$ cat src/hw/rtl/glyph_quad_setup_with_clipping_defines.svh
// Assertion macros for the glyph quad setup block.
// Included by gqs_arith and glyph_quad_setup_with_clipping; no other dependencies.
`ifndef GLYPH_QUAD_SETUP_WITH_CLIPPING_DEFINES_SVH
`define GLYPH_QUAD_SETUP_WITH_CLIPPING_DEFINES_SVH
`ifndef NO_ASSERTIONS
`define GQS_ASSERT_IMP(lbl, clk, rst_n, ante, cons) \
    lbl: assert property (@(posedge clk) disable iff (!rst_n) (ante) |-> (cons)) \
        else $error("gqs assertion failed");
`define GQS_ASSERT_NXT(lbl, clk, rst_n, ante, cons) \
    lbl: assert property (@(posedge clk) disable iff (!rst_n) (ante) |=> (cons)) \
        else $error("gqs assertion failed");
`else
`define GQS_ASSERT_IMP(lbl, clk, rst_n, ante, cons)
`define GQS_ASSERT_NXT(lbl, clk, rst_n, ante, cons)
`endif
`endif

$ cat src/hw/rtl/gqs_pkg.sv
// Shared types, widths and helper functions of the glyph quad setup block.
// No dependencies.
package gqs_pkg;

    localparam int POS_W   = 32;
    localparam int MET_W   = 16;
    localparam int TEX_W   = 17;
    localparam int VN_W    = 16;
    localparam int BND_W   = 48;
    localparam int MA_W    = 18;
    localparam int MB_W    = 34;
    localparam int PROD_W  = MA_W + MB_W;
    localparam int DIV_W   = 64;
    localparam int QUO_W   = 17;
    localparam int FIRST_PRINTABLE = 32;
    localparam int FRAC_SHIFT = 12;
    localparam int ADDR_W  = 5;
    localparam logic [TEX_W-1:0] TEX_ONE = 17'd65536;

    typedef enum logic [1:0] {
        OP_DRAW    = 2'd0,
        OP_METRICS = 2'd1,
        OP_KERN    = 2'd2,
        OP_ATLAS   = 2'd3
    } t_opcode;

    typedef enum logic [2:0] {
        REG_EM_SIZE   = 3'd0,
        REG_ORIGIN_X  = 3'd1,
        REG_ORIGIN_Y  = 3'd2,
        REG_CLIP_L    = 3'd3,
        REG_CLIP_R    = 3'd4,
        REG_CLIP_B    = 3'd5,
        REG_CLIP_T    = 3'd6,
        REG_SNAP      = 3'd7
    } t_reg;

    typedef struct packed {
        logic                     mul_go;
        logic                     lerp_go;
        logic signed [MA_W-1:0]   a;
        logic signed [MB_W-1:0]   b;
        logic [BND_W-1:0]         num;
        logic [BND_W-1:0]         den;
    } t_arith_req;

    typedef struct packed {
        logic busy;
        logic done;
    } t_arith_sts;

    function automatic logic signed [MET_W-1:0] sat16(input logic signed [31:0] x);
        logic signed [MET_W-1:0] r;
        if (x > 32'sd32767) r = 16'sh7FFF;
        else if (x < -32'sd32768) r = 16'sh8000;
        else r = x[MET_W-1:0];
        return r;
    endfunction

    function automatic logic [7:0] clamp_u8(input logic signed [31:0] x);
        logic [7:0] r;
        if (x < 0) r = 8'd0;
        else if (x > 32'sd255) r = 8'd255;
        else r = x[7:0];
        return r;
    endfunction

    function automatic logic [TEX_W-1:0] clamp_tex(input logic signed [31:0] x);
        logic [TEX_W-1:0] r;
        if (x < 0) r = '0;
        else if (x > 32'sd65536) r = TEX_ONE;
        else r = x[TEX_W-1:0];
        return r;
    endfunction

    function automatic logic signed [POS_W-1:0] sat32(input logic signed [BND_W-1:0] x);
        logic signed [POS_W-1:0] r;
        if (x > 48'sh0000_7FFF_FFFF) r = 32'sh7FFF_FFFF;
        else if (x < -48'sh0000_8000_0000) r = 32'sh8000_0000;
        else r = x[POS_W-1:0];
        return r;
    endfunction

endpackage

$ cat src/hw/rtl/gqs_arith.sv
// Shared arithmetic unit: one registered 18x34 multiplier, plus texture reinterpolation
// (two partial products, then a 17-step restoring divide). Depends on gqs_pkg and the defines header.
`include "glyph_quad_setup_with_clipping_defines.svh"
module gqs_arith import gqs_pkg::*; (
    input  logic                      i_clk,
    input  logic                      i_rst_n,
    input  t_arith_req                i_req,
    output t_arith_sts                o_sts,
    output logic signed [PROD_W-1:0]  o_prod,
    output logic [QUO_W-1:0]          o_quo
);

    typedef enum logic [1:0] {A_IDLE, A_LO, A_HI, A_DIV} t_astate;

    t_astate                  r_state;
    logic signed [MA_W-1:0]   r_a;
    logic [BND_W-1:0]         r_num;
    logic [BND_W-1:0]         r_den;
    logic [DIV_W-1:0]         r_rem;
    logic [DIV_W-1:0]         r_dsh;
    logic [QUO_W-1:0]         r_q;
    logic [4:0]               r_step;
    logic signed [PROD_W-1:0] r_prod;
    logic                     r_done;

    logic signed [MA_W-1:0]   mul_a;
    logic signed [MB_W-1:0]   mul_b;
    logic signed [PROD_W-1:0] m_prod;
    logic                     ge;

    always_comb begin
        mul_a = i_req.a;
        mul_b = i_req.b;
        unique case (r_state)
            A_LO: begin
                mul_a = r_a;
                mul_b = $signed(MB_W'(r_num[23:0]));
            end
            A_HI: begin
                mul_a = r_a;
                mul_b = $signed(MB_W'(r_num[BND_W-1:24]));
            end
            default: begin
                mul_a = i_req.a;
                mul_b = i_req.b;
            end
        endcase
    end

    assign m_prod = mul_a * mul_b;
    assign ge     = (r_rem >= r_dsh);

    always_ff @(posedge i_clk) begin
        if (!i_rst_n) begin
            r_state <= A_IDLE;
            r_done  <= 1'b0;
        end else begin
            r_done <= 1'b0;
            unique case (r_state)
                A_IDLE: begin
                    if (i_req.mul_go) r_prod <= m_prod;
                    if (i_req.lerp_go) begin
                        r_a     <= i_req.a;
                        r_num   <= i_req.num;
                        r_den   <= i_req.den;
                        r_state <= A_LO;
                    end
                end
                A_LO: begin
                    r_rem   <= $unsigned(DIV_W'(m_prod));
                    r_state <= A_HI;
                end
                A_HI: begin
                    r_rem   <= r_rem + ($unsigned(DIV_W'(m_prod)) << 24);
                    r_dsh   <= DIV_W'(r_den) << (QUO_W - 1);
                    r_step  <= 5'(QUO_W - 1);
                    r_q     <= '0;
                    r_state <= A_DIV;
                end
                A_DIV: begin
                    if (ge) r_rem <= r_rem - r_dsh;
                    r_q   <= {r_q[QUO_W-2:0], ge};
                    r_dsh <= r_dsh >> 1;
                    if (r_step == 5'd0) begin
                        r_done  <= 1'b1;
                        r_state <= A_IDLE;
                    end else begin
                        r_step <= r_step - 5'd1;
                    end
                end
                default: r_state <= A_IDLE;
            endcase
        end
    end

    assign o_sts.busy = (r_state != A_IDLE);
    assign o_sts.done = r_done;
    assign o_prod     = r_prod;
    assign o_quo      = r_q;

    `GQS_ASSERT_NXT(a_lerp_starts, i_clk, i_rst_n, i_req.lerp_go && !o_sts.busy, o_sts.busy)
    `GQS_ASSERT_NXT(a_done_pulse, i_clk, i_rst_n, r_done, !r_done)
    `GQS_ASSERT_IMP(a_done_idle, i_clk, i_rst_n, r_done, r_state == A_IDLE)

endmodule

$ cat config.mk
export PLATFORM = sky130hd
export DESIGN_NAME = gqs_arith
export DESIGN_NICKNAME = d
export VERILOG_FILES = /design/src/hw/rtl/gqs_pkg.sv /design/src/hw/rtl/gqs_arith.sv
export VERILOG_INCLUDE_DIRS = /design/src /design/src/hw/rtl
export SDC_FILE = /design/constraint.sdc
export NUM_CORES = 2
export LEC_CHECK = 0
export ABC_AREA = 1
export ABC_CLOCK_PERIOD_IN_PS = 15700
export BUFFER_PORTS_ARGS = -buffer_cell sky130_fd_sc_hd__buf_2
export CAP_MARGIN = 20
export CELL_PAD_IN_SITES_DETAIL_PLACEMENT = 0
export CELL_PAD_IN_SITES_GLOBAL_PLACEMENT = 2
export CORE_AREA = 8 8 253 437
export DETAILED_ROUTE_END_ITERATION = 10
export DIE_AREA = 0 0 261 445
export GPL_TIMING_DRIVEN = 0
export HOLD_SLACK_MARGIN = 0.08
export PLACE_DENSITY = 0.81
export SETUP_SLACK_MARGIN = 0.02
export SLEW_MARGIN = 20
export SYNTH_ARGS = -nofsm -noshare
export SYNTH_HDL_FRONTEND = slang
export SYNTH_SLANG_ARGS = --single-unit
export TNS_END_PERCENT = 30
$ cat constraint.sdc
create_clock -name i_clk -period 15.7 [get_ports i_clk]
set_clock_uncertainty 0.1 [all_clocks]
set_input_delay 0.785 -clock i_clk [delete_from_list [all_inputs] [get_ports i_clk]]
set_output_delay 0.785 -clock i_clk [all_outputs]
set_load 0.05 [all_outputs]
==> flow_summary.ini <==
[run_status]
status = complete, no violations

[grt]
grt_max_degree = 29
grtUsageTotal = 0.3160
antenna_found_initial = 8
grt_use_met2 = 0.6028
grt_pass1_vias = 39060
grt_pass1_wl_um = 261000
grt-ovfl-total = 0
grt_use_met3 = 0.03804
use_met1 = 0.2900
top_usage_layer = met2

[detailed_routing]
wl_per_cell_um = 26.79
wl_um = 182200
drt_first_pass_iters = 5
ant_nets = 0
drc = 0
vias_per_cell = 5.251
drt_iter0_drc = 2135
vias = 35720

[critical_path]
endpoint_kind = flop
worstReg2RegEnd = r_rem[57]
worst_setup_path_start_kind = flop
r2r-start = r_state[0]
rr_worst_depth = 37
cp.required_ps = 15970
ff2ff_setup_slack_ps = 3440
worstPathMaxFanout = 10
cpPeakStageDelay_ps = 960
crit_type = flop to flop
arrival_ps = 12520
cp_slowest_cell = xnor2_1

[synthesis]
synth_top_area_share = 0.2835
ys_seq_elements = 319
synth_top_area_cell = fa_1
synthTopCellsByCount = inv_1, nand2_1, nor2_1, fa_1, edfxtp_1
synth_flop_cell = edfxtp_1
syn_avg_cell_area_um2 = 8.068
syn_nets = 6109
syn_area_um2 = 41440
synth_cells = 5137
synthArstFlopShare = 0
yosysSeqAreaShare = 0.2304
synth_cell_types = 53
synth_edf_count = 316
ys_warn_count = 0
yosys-top-cells-area = fa_1, edfxtp_1, inv_1, nand2_1, ha_1
yosysMostFrequentCell = inv_1

[finish]
syn2layout_area_growth_pct = 10.62
drive_gt1_frac = 0.08497
seq_area_um2 = 9549
multi_input_area_um2 = 27220
nFillCells = 11070
final_nets = 6397

[cts]
ctsLongestPathBuffers = 3
cts.sinks = 319
cts_hold_buf = 0
numCtsBuffers = 38
cts_tree = yes
cts_setup_buffers = 0
htree_levels = 2
cts_root_buffer = clkbuf_16
clk_pin_slew_ps = 70
insertion_delay_ps = 630
ctsResizeCount = 0

[floorplan]
num_rows = 157
ioPinCount = 223
die_area_um2 = 116100
die_y_um = 445
floorplan.initialDensity = 0.3966
core_um2 = 104500
dieWidth_um = 261

[timing]
worst_slew_pin_slew_ps = 1234
fin_crit_sh = 0.7806
relSlewSlack = 0.1745
hold_viol = 0
slew_violations = 0
finalCriticalPeriod_ps = 12260
max_freq_mhz = 81.59
rsz0062_at_grt = no
fin_setup_tns_ps = 0
setup_viol = 0

[run]
drv_cap = 0

[placed_design]
portBuffers = 220
place_congestion = 1.006
hpwlAfterDp_um = 159400

[hold_path]
whs_endpoint = r_den[22]
hold_path_startpoint = i_req[22]
hold_depth = 1
holdCritPathClass = input port to flop
## kinds of logic (layout without fill, tap and decap cells)
kind of cell	Yosys count	in the layout	share of synthesized area
adder cells (fa/ha/maj)	820	820	0.3539
flip-flops	319	319	0.2304
XOR/XNOR	41	41	0.009027
other	0	2	0
AND/OR/NAND/NOR	2120	2120	0.2133
buffers and inverters	1260	1572	0.1153
AO/OA/AOI/OAI	577	577	0.07813
## critical path, delay by kind of cell, from the launching register on
family | cells | cell delay [ps]
xor gates and xnor gates | 1 | 960
and+or+nand+nor | 12 | 2990
DFF | 1 | 420
adders and majority gates | 9 | 4320
buffers and inverters | 10 | 1740
AOI/OAI and AO/OA | 5 | 1460
## through the flow
step | cells | area (um2) | setup slack [ps] | hold WS, ps | util
4_1_cts | 6800 | 45830 | 3724 | 205.9 | 0.4385
6_report | 6802 | 45850 | 3444 | 237.7 | 0.4387
5_1_grt | 6802 | 45850 | 3119 | 219.9 | 0.4387
3_5_place_dp | 6736 | 44610 | 3766 | 415.2 | 0.4269
3_3_place_gp | 6708 | 44240 | 505.1 | 409.9 | 0.4233
2_1_floorplan | 5137 | 41440 | 6240 | 400.0 | -
## area by class of cell
cell class	count	share of cell area
clock buffers	41	0.02099
inverters	1161	0.09506
plain buffers	99	0.009252
repair buffers	248	0.03013
multi-input cells	3558	0.5938
diodes	2	0.0001092
well taps	1351	0.03687
flip-flops and latches	319	0.2083
clock inverters	23	0.005513
## layer usage
layer  up-vias  share of wire
li1      16460              -
met1     17650           0.31
met2      1105           0.54
met3       500          0.041
met4         0           0.11
met5         -              0
## sequential cells by signal (all words and copies together) (netlist names)
register	flops
r_dsh	64
r_rem	64
o_prod	52
r_den	48
r_num	48
r_a	18
o_quo	17
r_step	5
r_state	2
r_done	1
## layout by cell type (no fill, tap or decap), types with 7 or more instances in the layout
master,n
inv_2,7
xor2_1,25
o21bai_1,17
nand3b_1,14
nand3_1,219
nand2_2,21
nor2_1,587
buf_2,243
nor4_1,11
a221o_1,24
or2_2,35
clkinv_1,24
and3_1,8
nand2_1,1100
buf_1,11
nor3_1,24
nand4_1,36
o21a_1,12
inv_1,1135
ha_1,233
clkbuf_1,63
nor2_2,15
a21oi_1,221
a21o_1,18
fa_1,587
and2_1,18
xnor2_1,10
a21oi_2,10
buf_4,22
o21ai_0,225
a31oi_1,12
o21ai_1,16
edfxtp_1,316
nand3_2,14
clkbuf_16,38
## how the worst max path moves through the flow
stage,startpoint,endpoint,slack (ps),depth (start not counted)
detailed placement,r_state[0],r_rem[57],3770,41
finish,r_state[0],r_rem[57],3440,37
CTS,r_state[0],r_rem[57],3720,39
floorplan,r_state[0],r_a[0],6240,4
global route,r_state[0],r_rem[57],3120,41
global placement,i_rst_n,r_num[27],510,3
Power is not shown: default switching activity piles up to over one toggle a cycle in this logic, so the estimate is an artifact.
